$ cat config.mk
export PLATFORM = sky130hd
export DESIGN_NAME = elevator_group_controller
export DESIGN_NICKNAME = d
export VERILOG_FILES = /design/src/rtl/core/egc_pkg.sv /design/src/rtl/core/elevator_group_controller.sv
export SDC_FILE = /design/constraint.sdc
export NUM_CORES = 1
export LEC_CHECK = 0
export BUFFER_PORTS_ARGS = -buffer_cell sky130_fd_sc_hd__buf_2
export CAP_MARGIN = 25
export CORE_ASPECT_RATIO = 0.7
export CORE_MARGIN = 2
export CORE_UTILIZATION = 47
export DETAILED_ROUTE_END_ITERATION = 10
export PLACE_DENSITY = 0.58
export RECOVER_POWER = 25
export SYNTH_ARGS = -nofsm -noshare
export SYNTH_HDL_FRONTEND = slang
export SYNTH_SLANG_ARGS = --single-unit
$ cat constraint.sdc
create_clock -name clk_i -period 15 [get_ports clk_i]
set_input_delay 0.75 -clock clk_i [delete_from_list [all_inputs] [get_ports clk_i]]
set_output_delay 0.75 -clock clk_i [all_outputs]
set_load 0.01 [all_outputs]
$ cat src/rtl/core/egc_pkg.sv
`timescale 1ns / 1ps
`default_nettype none
// ---------------------------------------------------------------------------
// egc_pkg
// Shared types and codes for the elevator group controller.
// ---------------------------------------------------------------------------
package egc_pkg;

  typedef enum logic [1:0] {
    KIND_TICK = 2'd0,
    KIND_HALL = 2'd1,
    KIND_CAR  = 2'd2,
    KIND_NONE = 2'd3
  } kind_e;

  localparam logic [1:0] MOT_STOP = 2'd0;
  localparam logic [1:0] MOT_UP   = 2'd1;
  localparam logic [1:0] MOT_DOWN = 2'd2;

  localparam logic [1:0] HALL_NONE = 2'd0;

  localparam logic [0:0] CFG_NUM_FLOORS = 1'b0;
  localparam logic [0:0] CFG_NUM_CARS   = 1'b1;

  typedef enum logic [3:0] {
    ST_IDLE,
    ST_CLEAR,
    ST_HALL_SCAN,
    ST_HALL_WR,
    ST_CAR_WR,
    ST_CALL_WB,
    ST_TK_LOAD,
    ST_TK_HSCAN,
    ST_TK_DSCAN,
    ST_TK_RDPOS,
    ST_TK_SERVE,
    ST_TK_ARRIVE,
    ST_TK_OUT
  } state_e;

endpackage
`default_nettype wire

$ cat src/rtl/core/elevator_group_controller.sv
`timescale 1ns / 1ps
`default_nettype none
// ---------------------------------------------------------------------------
// elevator_group_controller
// Dispatches hall and car calls to a group of cars and steps them on ticks.
// ---------------------------------------------------------------------------
// A tick steps each car in use in turn, walking its table row floor by floor,
// with one result strobed as each car finishes; a hall call scans the cars
// in use before it updates the table, a car call only updates it, an ignored item
// leaves busy low. One item at a time; the floor-by-floor table walk sets the rate.
// Reset: cars at floor one and stopped, 20 floors and 6 cars, then a clearing
// pass over every table entry with busy high. No result stall.
// ---------------------------------------------------------------------------
module elevator_group_controller
  import egc_pkg::*;
#(
  parameter int MAX_FLOORS = 20,
  parameter int MAX_CARS   = 6
) (
  input  wire logic       clk_i,
  input  wire logic       rst_ni,
  input  wire logic       start,
  output logic            busy,
  input  wire logic [1:0] kind_i,
  input  wire logic [4:0] floor_i,
  input  wire logic       direction_i,
  input  wire logic [2:0] car_i,
  input  wire logic       cfg_valid_i,
  output logic            cfg_ready_o,
  input  wire logic [0:0] cfg_index_i,
  input  wire logic [4:0] cfg_data_i,
  output logic            result_valid_o,
  output logic [2:0]      car_number_o,
  output logic [4:0]      position_o,
  output logic [1:0]      motion_o,
  output logic            boarded_o,
  output logic            delivered_o,
  output logic            last_o
);

  localparam int FW    = $clog2(MAX_FLOORS + 1);
  localparam int CW    = (MAX_CARS > 1) ? $clog2(MAX_CARS) : 1;
  localparam int DEPTH = MAX_CARS * (MAX_FLOORS + 1);
  localparam int AW    = $clog2(DEPTH);
  localparam int CNTW  = $clog2(MAX_CARS + 1);
  localparam logic [FW-1:0] MAXF = FW'(MAX_FLOORS);

  // Table memory: entry {destination, hall[1:0]} per car and floor.
  logic [2:0] mem_q [DEPTH];
  logic [AW-1:0] raddr, waddr;
  logic [2:0] rdata_q, wdata;
  logic we;

  always_ff @(posedge clk_i) begin
    if (we) begin
      mem_q[waddr] <= wdata;
    end
    rdata_q <= mem_q[raddr];
  end

  function automatic logic [AW-1:0] addr_of(logic [CW-1:0] c, logic [FW-1:0] f);
    addr_of = AW'(c * (MAX_FLOORS + 1) + f);
  endfunction

  // Car state registers (small, one per car).
  logic [FW-1:0] pos_q [MAX_CARS];
  logic [1:0]    mot_q [MAX_CARS];

  state_e state_q, state_d;
  logic [4:0] nf_q;
  logic [2:0] nc_q;
  logic [AW-1:0] clr_q, clr_d;
  logic [FW-1:0] f_q, f_d;       // floor whose entry is in rdata_q
  logic [CW-1:0] c_q, c_d;       // current car
  logic [FW-1:0] fl_q;           // latched call floor
  logic [1:0] want_q;
  logic [CW-1:0] car_q;
  logic wr_hall_q;
  logic [FW-1:0] best_q, best_d;
  logic [CW-1:0] ch_q, ch_d;
  logic [1:0] mot_d, motw_q;     // working motion of current car
  logic own_dest_q, own_dest_d;
  logic b_q, b_d, dl_q, dl_d;
  logic [FW-1:0] p_q, p_d;

  // Effective register values: clamp into the legal range.
  logic [FW-1:0] nf;
  logic [CNTW-1:0] nc;
  always_comb begin
    if (nf_q == 5'd0) nf = FW'(1);
    else if (32'(nf_q) > MAX_FLOORS) nf = MAXF;
    else nf = FW'(nf_q);
    if (nc_q == 3'd0) nc = CNTW'(1);
    else if (32'(nc_q) > MAX_CARS) nc = CNTW'(MAX_CARS);
    else nc = CNTW'(nc_q);
  end

  // Call floor must lie within the floors in use; drop the call otherwise.
  logic floor_ok;
  assign floor_ok = (floor_i != 5'd0) && (32'(floor_i) <= 32'(nf));

  logic [FW-1:0] fl_in;
  assign fl_in = FW'(floor_i);

  logic accept;
  assign accept = start && !busy;
  assign busy = (state_q != ST_IDLE);
  // Take register writes only between items.
  assign cfg_ready_o = (state_q == ST_IDLE);

  // Hall dispatch: distance of current car to the call floor.
  logic [FW-1:0] gap;
  logic [FW-1:0] pc;
  assign pc = pos_q[c_q];
  assign gap = (pc > fl_q) ? pc - fl_q : fl_q - pc;

  logic last_car;
  assign last_car = (CNTW'(c_q) + CNTW'(1) == nc);

  // One-floor move of the current car; hold and stop at either end.
  logic [FW-1:0] p_step;
  logic end_stop;
  always_comb begin
    if (motw_q == MOT_DOWN) begin
      end_stop = (p_q <= FW'(1));
      p_step = end_stop ? p_q : p_q - FW'(1);
    end else begin
      end_stop = (p_q >= nf);
      p_step = end_stop ? p_q : p_q + FW'(1);
    end
  end

  // Merge a call into the entry read back from the table.
  logic [2:0] merged;
  always_comb begin
    if (wr_hall_q) merged = {rdata_q[2], want_q};
    else merged = {1'b1, rdata_q[1:0]};
  end

  always_comb begin
    state_d = state_q;
    clr_d = clr_q;
    f_d = f_q;
    c_d = c_q;
    best_d = best_q;
    ch_d = ch_q;
    mot_d = motw_q;
    own_dest_d = own_dest_q;
    b_d = b_q;
    dl_d = dl_q;
    p_d = p_q;
    raddr = addr_of(c_q, f_q);
    waddr = clr_q;
    wdata = 3'b000;
    we = 1'b0;
    result_valid_o = 1'b0;
    unique case (state_q)
      ST_IDLE: begin
        if (accept) begin
          unique case (kind_e'(kind_i))
            KIND_HALL: begin
              if (floor_ok) begin
                c_d = '0;
                best_d = MAXF;
                ch_d = '0;
                state_d = ST_HALL_SCAN;
              end
            end
            KIND_CAR: begin
              if (floor_ok && 32'(car_i) < 32'(nc)) begin
                state_d = ST_CAR_WR;
              end
            end
            KIND_TICK: begin
              c_d = '0;
              state_d = ST_TK_LOAD;
            end
            default: ;
          endcase
        end
      end
      ST_CLEAR: begin
        // Empty the table, destination and hall marks alike, one entry per cycle.
        we = 1'b1;
        waddr = clr_q;
        clr_d = clr_q + AW'(1);
        if (32'(clr_q) == DEPTH - 1) state_d = ST_IDLE;
      end
      ST_HALL_SCAN: begin
        // Keep the nearest stopped or same-direction car; lower number wins ties.
        if (gap < best_q && (mot_q[c_q] == want_q || mot_q[c_q] == MOT_STOP)) begin
          best_d = gap;
          ch_d = c_q;
        end
        if (last_car) state_d = ST_HALL_WR;
        else c_d = c_q + CW'(1);
      end
      ST_HALL_WR: begin
        // car_q takes the chosen car at this edge.
        state_d = ST_CAR_WR;
      end
      ST_CAR_WR: begin
        raddr = addr_of(car_q, fl_q);
        state_d = ST_CALL_WB;
      end
      ST_CALL_WB: begin
        we = 1'b1;
        waddr = addr_of(car_q, fl_q);
        wdata = merged;
        state_d = ST_IDLE;
      end
      ST_TK_LOAD: begin
        mot_d = mot_q[c_q];
        p_d = pos_q[c_q];
        b_d = 1'b0;
        dl_d = 1'b0;
        f_d = FW'(1);
        raddr = addr_of(c_q, FW'(1));
        state_d = ST_TK_HSCAN;
      end
      ST_TK_HSCAN: begin
        // A stopped car starts toward the first pending hall call.
        if (motw_q == MOT_STOP && rdata_q[1:0] != HALL_NONE) begin
          mot_d = (f_q > p_q) ? MOT_UP : MOT_DOWN;
        end
        if (f_q >= nf) begin
          raddr = addr_of(c_q, p_q);
          state_d = ST_TK_RDPOS;
        end else begin
          raddr = addr_of(c_q, f_q + FW'(1));
          f_d = f_q + FW'(1);
        end
      end
      ST_TK_RDPOS: begin
        // rdata_q holds the entry at the car's own floor.
        own_dest_d = rdata_q[2];
        f_d = FW'(1);
        raddr = addr_of(c_q, FW'(1));
        state_d = ST_TK_DSCAN;
      end
      ST_TK_DSCAN: begin
        // Still stopped: head for a destination with no hall call there.
        if (rdata_q[2] && rdata_q[1:0] == HALL_NONE && !own_dest_q &&
            motw_q == MOT_STOP) begin
          mot_d = (f_q > p_q) ? MOT_UP : MOT_DOWN;
        end
        if (f_q >= nf) begin
          raddr = addr_of(c_q, p_q);
          state_d = ST_TK_SERVE;
        end else begin
          raddr = addr_of(c_q, f_q + FW'(1));
          f_d = f_q + FW'(1);
        end
      end
      ST_TK_SERVE: begin
        waddr = addr_of(c_q, p_q);
        if (motw_q == MOT_STOP) begin
          // Serve both calls at this floor; the entry ends empty.
          we = 1'b1;
          wdata = 3'b000;
          b_d = (rdata_q[1:0] != HALL_NONE);
          dl_d = rdata_q[2];
          state_d = ST_TK_OUT;
        end else if (rdata_q[1:0] != HALL_NONE) begin
          // Stop for the hall call and keep the destination mark.
          we = 1'b1;
          wdata = {rdata_q[2], HALL_NONE};
          mot_d = MOT_STOP;
          b_d = 1'b1;
          state_d = ST_TK_OUT;
        end else begin
          p_d = p_step;
          if (end_stop) mot_d = MOT_STOP;
          raddr = addr_of(c_q, p_step);
          state_d = ST_TK_ARRIVE;
        end
      end
      ST_TK_ARRIVE: begin
        // Stop on a destination at the new floor.
        if (rdata_q[2]) mot_d = MOT_STOP;
        state_d = ST_TK_OUT;
      end
      ST_TK_OUT: begin
        result_valid_o = 1'b1;
        if (last_car) state_d = ST_IDLE;
        else begin
          c_d = c_q + CW'(1);
          state_d = ST_TK_LOAD;
        end
      end
      default: state_d = ST_IDLE;
    endcase
  end

  assign car_number_o = 3'(c_q);
  assign position_o   = 5'(p_q);
  assign motion_o     = motw_q;
  assign boarded_o    = b_q;
  assign delivered_o  = dl_q;
  assign last_o       = last_car;

  always_ff @(posedge clk_i or negedge rst_ni) begin
    if (!rst_ni) begin
      state_q <= ST_CLEAR;
      nf_q <= 5'd20;
      nc_q <= 3'd6;
      clr_q <= '0;
      f_q <= '0;
      c_q <= '0;
      motw_q <= MOT_STOP;
      for (int i = 0; i < MAX_CARS; i++) begin
        pos_q[i] <= FW'(1);
        mot_q[i] <= MOT_STOP;
      end
    end else begin
      state_q <= state_d;
      clr_q <= clr_d;
      f_q <= f_d;
      c_q <= c_d;
      motw_q <= mot_d;
      if (cfg_valid_i && cfg_ready_o) begin
        if (cfg_index_i == CFG_NUM_FLOORS) nf_q <= cfg_data_i;
        else if (cfg_index_i == CFG_NUM_CARS) nc_q <= cfg_data_i[2:0];
      end
      // A stopped car that takes a call starts toward it.
      if (state_q == ST_CAR_WR && mot_q[car_q] == MOT_STOP) begin
        mot_q[car_q] <= (fl_q > pos_q[car_q]) ? MOT_UP : MOT_DOWN;
      end
      if (state_q == ST_TK_OUT) begin
        mot_q[c_q] <= motw_q;
        pos_q[c_q] <= p_q;
      end
    end
  end

  always_ff @(posedge clk_i) begin
    best_q <= best_d;
    ch_q <= ch_d;
    own_dest_q <= own_dest_d;
    b_q <= b_d;
    dl_q <= dl_d;
    p_q <= p_d;
    if (accept) begin
      fl_q <= fl_in;
      car_q <= CW'(car_i);
      wr_hall_q <= (kind_i == KIND_HALL);
      if (fl_in == FW'(1)) want_q <= MOT_UP;
      else if (fl_in == nf) want_q <= MOT_DOWN;
      else want_q <= direction_i ? MOT_DOWN : MOT_UP;
    end else if (state_q == ST_HALL_WR) begin
      car_q <= ch_q;
    end
  end

endmodule
`default_nettype wire
==> run_results.csv, run 1 <==
group,metric,value,unit
timing,hold_viol_final,0,
global_routing,overflow,0,
clock_network,cts.sinks,479,
clock_network,post_cts_resized,0,
worst_setup_path,worst_ep_arrival_time,7300,ps
flow_run,maxCapViolCount,5,
synthesis,yosysWarnings,0,
timing,rsz0062_at_grt,"false",
worst_setup_path,rr_startpoint,"car_number_o[1]",
worst_setup_path,crit_fanout,20,
floorplanning,rows,69,
cells_and_area,mostFrequentLayoutCells,"edfxtp_1, nand2_1, nor2_1",
cells_and_area,drive_above_1_share,8.62,%
routing,wire_per_inst,26.2,um
floorplanning,coreArea,50700,um2
placement,place.gp.congestion,0.921,
global_routing,grtUsageMet1,44.9,%
clock_network,cts_buffers,48,
worst_setup_path,setup.worst_path.class,"reg -> reg",
clock_network,cts_tree,"built",
synthesis,synth-seq-cells,479,
min_path,hp-class,"in -> async",
routing,num_vias,17428,
worst_setup_path,reg2reg_setup_slack,7930,ps
timing,fin_setup_tns,0,ps
routing,antenna_left,0,
clock_network,cts_setup_buffers,0,
routing,drt-total-wl,73500,um
placement,io_buffers,36,
timing,drv_slew,198,
synthesis,syn_area,24100,um2
timing,finalSetupViolCount,0,
global_routing,grt_max_degree,81,
clock_network,ctsRootBufferMaster,"clkbuf_16",
global_routing,top_usage_layer,"met1",
floorplanning,fp.dieH,194,um
timing,fin_crit,7070,ps
clock_network,clk_latency,610,ps
synthesis,synth.distinct_cells,80,
floorplanning,dieArea,53200,um2
timing,fin_crit_sh,47.2,%
synthesis,synth-edff-count,405,
global_routing,grt_pass1_vias,16647,
cells_and_area,area_delta_synth_final,10.3,%
worst_setup_path,cp-startpoint,"car_number_o[1]",
routing,drc,0,
routing,firstDrtPassIters,7,
global_routing,gr-usage-met3,7.96,%
global_routing,antenna_found_initial,0,
floorplanning,die_w,275,um
clock_network,clk_path_buf_depth,3,
timing,fin_skew,18.9,ps
synthesis,ys_seq_area_share,58.1,%
global_routing,grt_use_total,27.6,%
worst_setup_path,crit_end,"best_q[3]",
routing,vias_per_cell,6.21,
clock_network,hold_buffers,0,
worst_setup_path,required,15220,ps
synthesis,synthesis.nets,2186,
clock_network,path_clk_slew,60,ps
outcome,outcome,"finished with violations",
timing,tightestPinTransition,3370,ps
clock_network,htreeDepth,2,
cells_and_area,layout_commonest_cell,"edfxtp_1",
global_routing,grt_pass1_wl,109000,um
floorplanning,ios,37,
worst_setup_path,worst_setup_path_start_kind,"flop",
synthesis,synth-async-reset-ratio,14.8,%
synthesis,synth_area_per_cell,11.6,um2
placement,dp.final_hpwl,49600,um
cells_and_area,nFillCells,4368,
worst_setup_path,end_kind,"flop",
routing,drt_iter0_markers,1969,
cells_and_area,diodes,0,
synthesis,netlist_instances,2076,
timing,slew_headroom,-125,%
worst_setup_path,r2r_cells,22,
global_routing,met2_usage,36.0,%
cells_and_area,nNetsFinal,2208,
worst_setup_path,reg2reg_to,"best_q[3]",
outcome,violations,"capacitance limit, slew limit",
synthesis,synth_flop_cell,"edfxtp_1",
timing,fmax,0.141,GHz
floorplanning,initial_utilization,47.6,%
==> worst min path at each step <==
stage | from | endpoint | slack, ps | cells past startpoint
finish | rst_ni | nf_q[0] | 180 | 1
global placement | pos_q[22] | pos_q[22] | 490 | 2
detailed placement | clr_q[5] | clr_q[5] | 490 | 1
global route | rst_ni | nf_q[0] | 220 | 1
CTS | rst_ni | nc_q[0] | 320 | 1
floorplan | rst_ni | car_number_o[0] | 450 | 0
==> critical path: stages, from the launching register on <==
cell      delay (ps)
dfrtp_1          320
clkbuf_1        1010
inv_1            740
and3_1           340
a21oi_1          110
o22ai_1           90
a21oi_1          180
buf_4            180
inv_1             50
ha_1             370
a21oi_1          120
o21bai_1         150
a21oi_1           80
a31oi_1          550
mux2i_1          350
o21ai_0          150
a221oi_1         320
xnor2_1          200
ha_1             280
o21ai_0           70
nand2_1          110
o32a_1           290
nor2_1           610
==> area by class of cell <==
| class | instances | area [um2] | share of cell area, % |
|---|---|---|---|
| Clock buffer | 66 | 1300 | 4.89 |
| Clock inverter | 20 | 267 | 1.00 |
| Inverter | 50 | 188 | 0.706 |
| Multi-Input combinational cell | 1440 | 9510 | 35.8 |
| Sequential cell | 479 | 14000 | 52.7 |
| Tap cell | 674 | 843 | 3.17 |
| Timing Repair Buffer | 79 | 475 | 1.79 |
==> routing by layer <==
| layer | up-vias | wire, um |
|---|---|---|
| met5 | - | 0 |
| met4 | 0 | 1050 |
| met3 | 91 | 8430 |
| met2 | 804 | 28700 |
| met1 | 8775 | 35300 |
| li1 | 7758 | - |
==> cells in the mapped netlist (all sizes together), types with 6 or more instances <==
cell type  number  area, um2
nor4            6       37.5
o22a            6       52.6
edfxtp        405      12200
a311oi         11       96.3
nor2          249        935
fa              8        160
dfrtp          60       1500
nor2b          25        156
o2111ai         9       78.8
buf            47        254
o21a           14        105
nand2         275       1030
mux2           35        394
a311o           7       70.1
clkbuf         60        225
o21ai          85        425
nand2b         15       93.8
inv            50        188
nand3          36        180
a221oi         14        123
and2           11       71.3
a221o           6       60.1
a21o           11       82.6
a211oi         11       92.6
a31oi          12       75.1
a32oi          22        193
a21oi         108        541
and3           28        175
ha             81       1010
o22ai          11       68.8
o21bai          7       52.6
a22oi          23        173
xor2           19        166
mux2i         150       1500
xnor2          29        254
dfstp          11        289
nor3           19       95.1
o211ai         10       75.1
nand4          10       62.6
==> metrics by stage <==
| stage | setup slack (ps) | utilization, % | hold slack, ps | instance area (um2) | instances |
|---|---|---|---|---|---|
| finish | 7930 | 52.5 | 177 | 26600 | 2808 |
| global route | 7610 | 52.5 | 220 | 26600 | 2808 |
| CTS | 8560 | 52.6 | 322 | 26600 | 2806 |
| detailed placement | 8570 | 49.5 | 487 | 25100 | 2720 |
| global placement | 8470 | 49.4 | 486 | 25000 | 2716 |
| floorplan | 7750 | - | 446 | 24100 | 2076 |
==> logic make-up after synthesis <==
kind of cell               Yosys count  synth area share, %
adders and majority gates           90                 4.91
and+or+nand+nor                    695                 12.5
xor gates and xnor gates            48                 1.74
DFF                                479                 58.1
muxes                              189                 8.23
AOI/OAI and AO/OA                  418                 11.8
buffers and inverters              157                 2.77
==> state kept, by name, summed over array words and instances (netlist names) <==
name	count
best_q	5
boarded_o	1
car_number_o	3
car_q	3
ch_q	3
clr_q	7
delivered_o	1
f_q	5
fl_q	5
mem_q	378
mot_q	12
motion_o	2
nc_q	3
nf_q	5
own_dest_q	1
pos_q	30
position_o	5
rdata_q	3
state_q	4
want_q	2
wr_hall_q	1
Power of run 1 is not shown: default switching activity piles up to over one toggle a cycle in this logic, so the estimate is an artifact.
==> run 2, diff against run 1 <==
--- a/config.mk
+++ b/config.mk
@@ -11,7 +11,7 @@
 export CORE_MARGIN = 2
 export CORE_UTILIZATION = 47
 export DETAILED_ROUTE_END_ITERATION = 10
-export PLACE_DENSITY = 0.58
+export PLACE_DENSITY = 0.61
 export RECOVER_POWER = 25
 export SYNTH_ARGS = -nofsm -noshare
 export SYNTH_HDL_FRONTEND = slang
==> constraint.sdc (replaced) <==
create_clock -name clk_i -period 6.2 [get_ports clk_i]
set_input_delay 0.31 -clock clk_i [delete_from_list [all_inputs] [get_ports clk_i]]
set_output_delay 0.31 -clock clk_i [all_outputs]
set_load 0.01 [all_outputs]
==> run 2 against run 1 <==
- the run still ends with capacitance limit, slew limit left
- sequential share of layout area shrank 0.65 points
- flip-flop and latch count is the same
- routed wire length shrank 0.35%
- die area is the same
- final cell count grew 1.5%
- highest routed layer unchanged
==> run_results.csv, run 2 (synthesis results as in run 1) <==
group,metric,value,unit
cells_and_area,mostFrequentLayoutCells,"edfxtp_1, nand2_1, nor2_1",
placement,dpl_cell_area,25400,um2
clock_network,clk_latency,590,ps
timing,drv_slew,224,
global_routing,top_usage_layer,"met1",
global_routing,met2_usage,35.7,%
worst_setup_path,setup.worst_path.class,"reg -> reg",
worst_setup_path,slowest_stage,"a311oi_1",
placement,dp.final_hpwl,50100,um
floorplanning,rows,69,
cells_and_area,layout_commonest_cell,"edfxtp_1",
routing,wire_per_inst,25.7,um
global_routing,grtUsageMet1,43.4,%
outcome,violations,"capacitance limit, slew limit",
routing,antenna_left,0,
global_routing,antenna_found_initial,2,
timing,whs,59.3,ps
floorplanning,dieArea,53200,um2
worst_setup_path,worst_ep_arrival_time,6350,ps
timing,fin_crit_sh,94.7,%
cells_and_area,top_regs,"mem_q x378, pos_q x30, mot_q x12",
worst_setup_path,cp_top_family,"compound AO/OA/AOI/OAI gates",
routing,drc,0,
clock_network,clk_path_buf_depth,3,
global_routing,grt_max_degree,127,
outcome,outcome,"finished with violations",
global_routing,grt_pass1_vias,16877,
worst_setup_path,cp_slowest_stage_delay,740,ps
timing,hold_viol_final,0,
floorplanning,die_w,275,um
worst_setup_path,crit_chain,"inv_1 > nand2_1 > ha_1 > a21oi_1 > a21oi_1 > or3_1 > a21o_1 > xnor2_1 > ha_1 > fa_1 > a221o_1 > a211o_4 > buf_4 > nand2_1 > nand3_1 > a311oi_1 > o32ai_1 > a311o_1",
timing,slew_headroom,-168,%
global_routing,gr-usage-met3,10.4,%
worst_setup_path,crit_fanout,33,
cells_and_area,nNetsFinal,2247,
cells_and_area,final_cell_count_no_fill,2849,
flow_run,maxCapViolCount,3,
global_routing,overflow,0,
cells_and_area,diodes,0,
routing,drt_iter0_markers,2225,
timing,finalSetupViolCount,0,
clock_network,cts_tree,"built",
timing,fmax,0.170,GHz
worst_setup_path,end_kind,"flop",
routing,drt-total-wl,73300,um
worst_setup_path,worst_setup_path_start_kind,"flop",
floorplanning,initial_utilization,47.6,%
placement,io_buffers,36,
floorplanning,coreArea,50700,um2
clock_network,path_clk_slew,60,ps
routing,firstDrtPassIters,5,
clock_network,htreeDepth,2,
cells_and_area,nFillCells,4316,
cells_and_area,design_area,26900,um2
worst_setup_path,path_buf_inv,2,
timing,rsz0062_at_grt,"false",
routing,vias_per_cell,6.16,
routing,num_vias,17543,
global_routing,grt_use_total,27.6,%
min_path,hp-class,"in -> reg",
timing,fin_crit,5870,ps
floorplanning,ios,37,
timing,fin_setup_tns,0,ps
worst_setup_path,required,6680,ps
timing,fin_skew,19.3,ps
cells_and_area,largest_register,"mem_q",
clock_network,cts.sinks,479,
placement,dp.cells,2752,
clock_network,post_cts_resized,0,
floorplanning,fp.dieH,194,um
cells_and_area,area_delta_synth_final,11.7,%
placement,place.gp.congestion,0.950,
cells_and_area,largest_reg_flops,378,
clock_network,ctsRootBufferMaster,"clkbuf_16",
clock_network,cts_buffers,47,
global_routing,grt_pass1_wl,109000,um
cells_and_area,drive_above_1_share,10.2,%
timing,tightestPinTransition,4020,ps
## run 2: cell types whose count changed in the layout (fill, tap and decap cells not counted), moves of 7 or more
cell and change:
buf_12 +7, buf_4 +24, clkbuf_1 -9, clkinv_2 +8, dlygate4sd3_1 +7
## run 2: layout make-up
class / instances / area, um2 / area share [%]
Timing Repair Buffer: 119 / 833 / 3.09
Tap cell: 674 / 843 / 3.13
Clock inverter: 31 / 299 / 1.11
Inverter: 50 / 188 / 0.697
Clock buffer: 56 / 1260 / 4.68
Multi-Input combinational cell: 1440 / 9490 / 35.2
Sequential cell: 479 / 14000 / 52.0
## run 2: timing repair
item	in CTS	in global routing
endpoints found under the setup margin	0	0
hold buffers	7	0
endpoints found under the hold margin	39	0
buffers inserted	0	0
## run 2: worst paths after layout
| kind | start | endpoint | slack [ps] | cells after the start |
|---|---|---|---|---|
| hold reg to reg | pos_q[5] | pos_q[5] | 500 | 2 |
| min in group asynchronous | rst_ni | nf_q[1] | 1770 | 3 |
| max in group asynchronous | rst_ni | clr_q[4] | 2150 | 3 |
| setup / recovery | nf_q[4] | rdata_q[1] | 330 | 18 |
| hold / removal | car_i[2] | car_q[2] | 60 | 2 |
| setup reg to reg | nf_q[4] | rdata_q[1] | 330 | 18 |
## run 2: per-stage QoR
stage                     setup WS [ps]  util (%)
after floorplan                    1040         -
after global placement              526      50.0
after detailed placement            509      50.1
after CTS                           488      53.3
after global routing                107      53.1
final                               331      53.1
## run 2: layer usage
metal  up-vias  part of all wire (%)  wire, um
met5         -                     0         0
met2       900                    39     28400
met3        86                    13      9450
met1      8704                    47     34200
li1       7853                     -         -
met4         0                   1.7      1240
Power of run 2 is left out for the same reason.
==> run 3, diff against run 2 <==
--- a/config.mk
+++ b/config.mk
@@ -11,6 +11,7 @@
 export CORE_MARGIN = 2
 export CORE_UTILIZATION = 47
 export DETAILED_ROUTE_END_ITERATION = 10
+export MAX_ROUTING_LAYER = met4
 export PLACE_DENSITY = 0.61
 export RECOVER_POWER = 25
 export SYNTH_ARGS = -nofsm -noshare
==> run 3 against run 2 <==
- the run still ends with capacitance limit, slew limit left
- register-to-register slack better by 40 ps
- die area did not move
- final cell count barely moved
- first-iteration DRC count grew 5.3%
- non-clock buffer count is 1 higher
- clock skew up 3.2 ps
- flip-flop and latch count unchanged
- setup slack better by 45 ps
- routed wire length grew 0.83%
- highest routed layer unchanged
- cell area increased by 0.50%
- fmax grew 0.77%
- via count did not move
==> run_results.csv, run 3 (synthesis results as in run 1) <==
group,metric,value,unit
routing,firstDrtPassIters,5,
routing,num_vias,17543,
cells_and_area,largest_register,"mem_q",
timing,fin_crit_sh,93.9,%
cells_and_area,nFillCells,4300,
worst_setup_path,reg2reg_setup_slack,380,ps
clock_network,post_cts_resized,0,
worst_setup_path,r2r_cells,21,
placement,place.gp.congestion,1.01,
timing,fin_skew,22.5,ps
worst_setup_path,cp_slowest_stage_delay,530,ps
global_routing,grt_pass1_wl,110000,um
timing,tightestPinTransition,3950,ps
global_routing,met2_usage,35.7,%
global_routing,grt_use_total,28.7,%
timing,drv_slew,129,
worst_setup_path,worst_ep_arrival_time,6350,ps
global_routing,grt_max_degree,79,
global_routing,top_usage_layer,"met1",
min_path,min_path_cells,2,
min_path,hp-start,"car_i[2]",
worst_setup_path,end_kind,"flop",
clock_network,cts_tree,"built",
global_routing,overflow,0,
cells_and_area,drive_above_1_share,10.3,%
cells_and_area,multi_input_area,9480,um2
worst_setup_path,required,6720,ps
cells_and_area,nNetsFinal,2248,
cells_and_area,regArea,14000,um2
clock_network,cts_setup_buffers,0,
timing,fin_crit,5820,ps
worst_setup_path,worst-path-stages,21,
min_path,hp-class,"in -> reg",
timing,slew_headroom,-163,%
clock_network,ctsRootBufferMaster,"clkbuf_16",
global_routing,antenna_found_initial,0,
flow_run,maxCapViolCount,4,
cells_and_area,diodes,0,
clock_network,clk_latency,610,ps
clock_network,hold_buffers,7,
floorplanning,die_w,275,um
floorplanning,initial_utilization,47.6,%
floorplanning,rows,69,
placement,dp.final_hpwl,50800,um
worst_setup_path,rr_startpoint,"nf_q[4]",
worst_setup_path,crit_fanout,78,
clock_network,cts_buffers,47,
routing,antenna_left,0,
floorplanning,dieArea,53200,um2
worst_setup_path,cp_top_family,"compound AO/OA/AOI/OAI gates",
timing,rsz0062_at_grt,"false",
timing,finalSetupViolCount,0,
cells_and_area,mostFrequentLayoutCells,"edfxtp_1, nand2_1, nor2_1",
global_routing,grt_pass1_vias,16784,
routing,vias_per_cell,6.16,
cells_and_area,largest_reg_flops,378,
routing,wire_per_inst,25.9,um
routing,drt-total-wl,73900,um
worst_setup_path,cp-startpoint,"nf_q[4]",
outcome,outcome,"finished with violations",
outcome,violations,"capacitance limit, slew limit",
routing,drc,0,
worst_setup_path,worst_setup_path_start_kind,"flop",
floorplanning,ios,37,
worst_setup_path,crit_end,"rdata_q[0]",
worst_setup_path,reg2reg_to,"rdata_q[0]",
global_routing,grtUsageMet1,45.3,%
cells_and_area,top_regs,"mem_q x378, pos_q x30, mot_q x12",
worst_setup_path,setup.worst_path.class,"reg -> reg",
cells_and_area,area_delta_synth_final,12.2,%
placement,io_buffers,36,
clock_network,htreeDepth,2,
worst_setup_path,slowest_stage,"dfstp_1",
floorplanning,fp.dieH,194,um
routing,drt_iter0_markers,2343,
timing,fmax,0.172,GHz
global_routing,gr-usage-met3,8.90,%
floorplanning,coreArea,50700,um2
worst_setup_path,path_buf_inv,3,
worst_setup_path,crit_chain,"inv_1 > nand2_1 > ha_1 > a21oi_1 > a21oi_1 > or3_1 > a21o_1 > xnor2_1 > ha_1 > fa_1 > a221o_1 > a211oi_4 > buf_12 > buf_4 > nand2_1 > and3_1 > a311oi_1 > nor4_1 > nor2_1 > o211ai_1 > o211ai_1",
cells_and_area,layout_commonest_cell,"edfxtp_1",
timing,fin_setup_tns,0,ps
clock_network,cts.sinks,479,
clock_network,clk_path_buf_depth,3,
timing,hold_viol_final,0,
clock_network,path_clk_slew,70,ps
[run 3: cell count changes in the layout (fill, tap and decap cells not counted), sizes merged]
cell / before / now
clkinvlp: 1 / 5
bufinv: 5 / 11
clkbuf: 88 / 79
buf: 80 / 83
clkinv: 25 / 22
[run 3: worst register-to-register path, cell delays in order, from the launching register on]
cell      delay (ps)
dfstp_1          530
inv_1            110
nand2_1          160
ha_1             280
a21oi_1          180
a21oi_1           90
or3_1            420
a21o_1           260
xnor2_1          220
ha_1             240
fa_1             430
a221o_1          390
a211oi_4         280
buf_12           380
buf_4            320
nand2_1           60
and3_1           160
a311oi_1         450
nor4_1           120
nor2_1           350
o211ai_1         180
o211ai_1         130
[run 3: cell type report]
type                    instances  share of cell area [%]
multi-input cells            1440                    35.0
repair buffers                120                    3.15
clock buffers                  49                    4.41
clock inverters                38                    1.82
flip-flops and latches        479                    51.8
well taps                     674                    3.12
inverters                      50                   0.694
[run 3: worst min path at each step]
stage	endpoint	slack, ps
floorplan	car_number_o[0]	10
global placement	pos_q[20]	480
detailed placement	pos_q[10]	490
CTS	car_q[2]	30
global route	car_q[2]	60
finish	car_q[2]	50
[run 3: metrics by stage]
stage | cells | utilization (%) | instance area, um2 | setup WS, ps | hold WS, ps
2_1_floorplan | 2076 | - | 24100 | 1040 | 14.4
4_1_cts | 2847 | 53.6 | 27200 | 416 | 31.6
3_5_place_dp | 2753 | 50.1 | 25400 | 412 | 485
5_1_grt | 2850 | 53.4 | 27100 | 46.4 | 58.5
6_report | 2850 | 53.4 | 27100 | 376 | 47.6
3_3_place_gp | 2749 | 50.0 | 25300 | 458 | 477
[run 3: routing by layer]
metal / up-vias / wire (um)
met4: 0 / 1010
met3: 76 / 9170
met2: 904 / 28700
met5: - / 0
met1: 8728 / 35000
li1: 7835 / -
Power of run 3 is left out for the same reason.
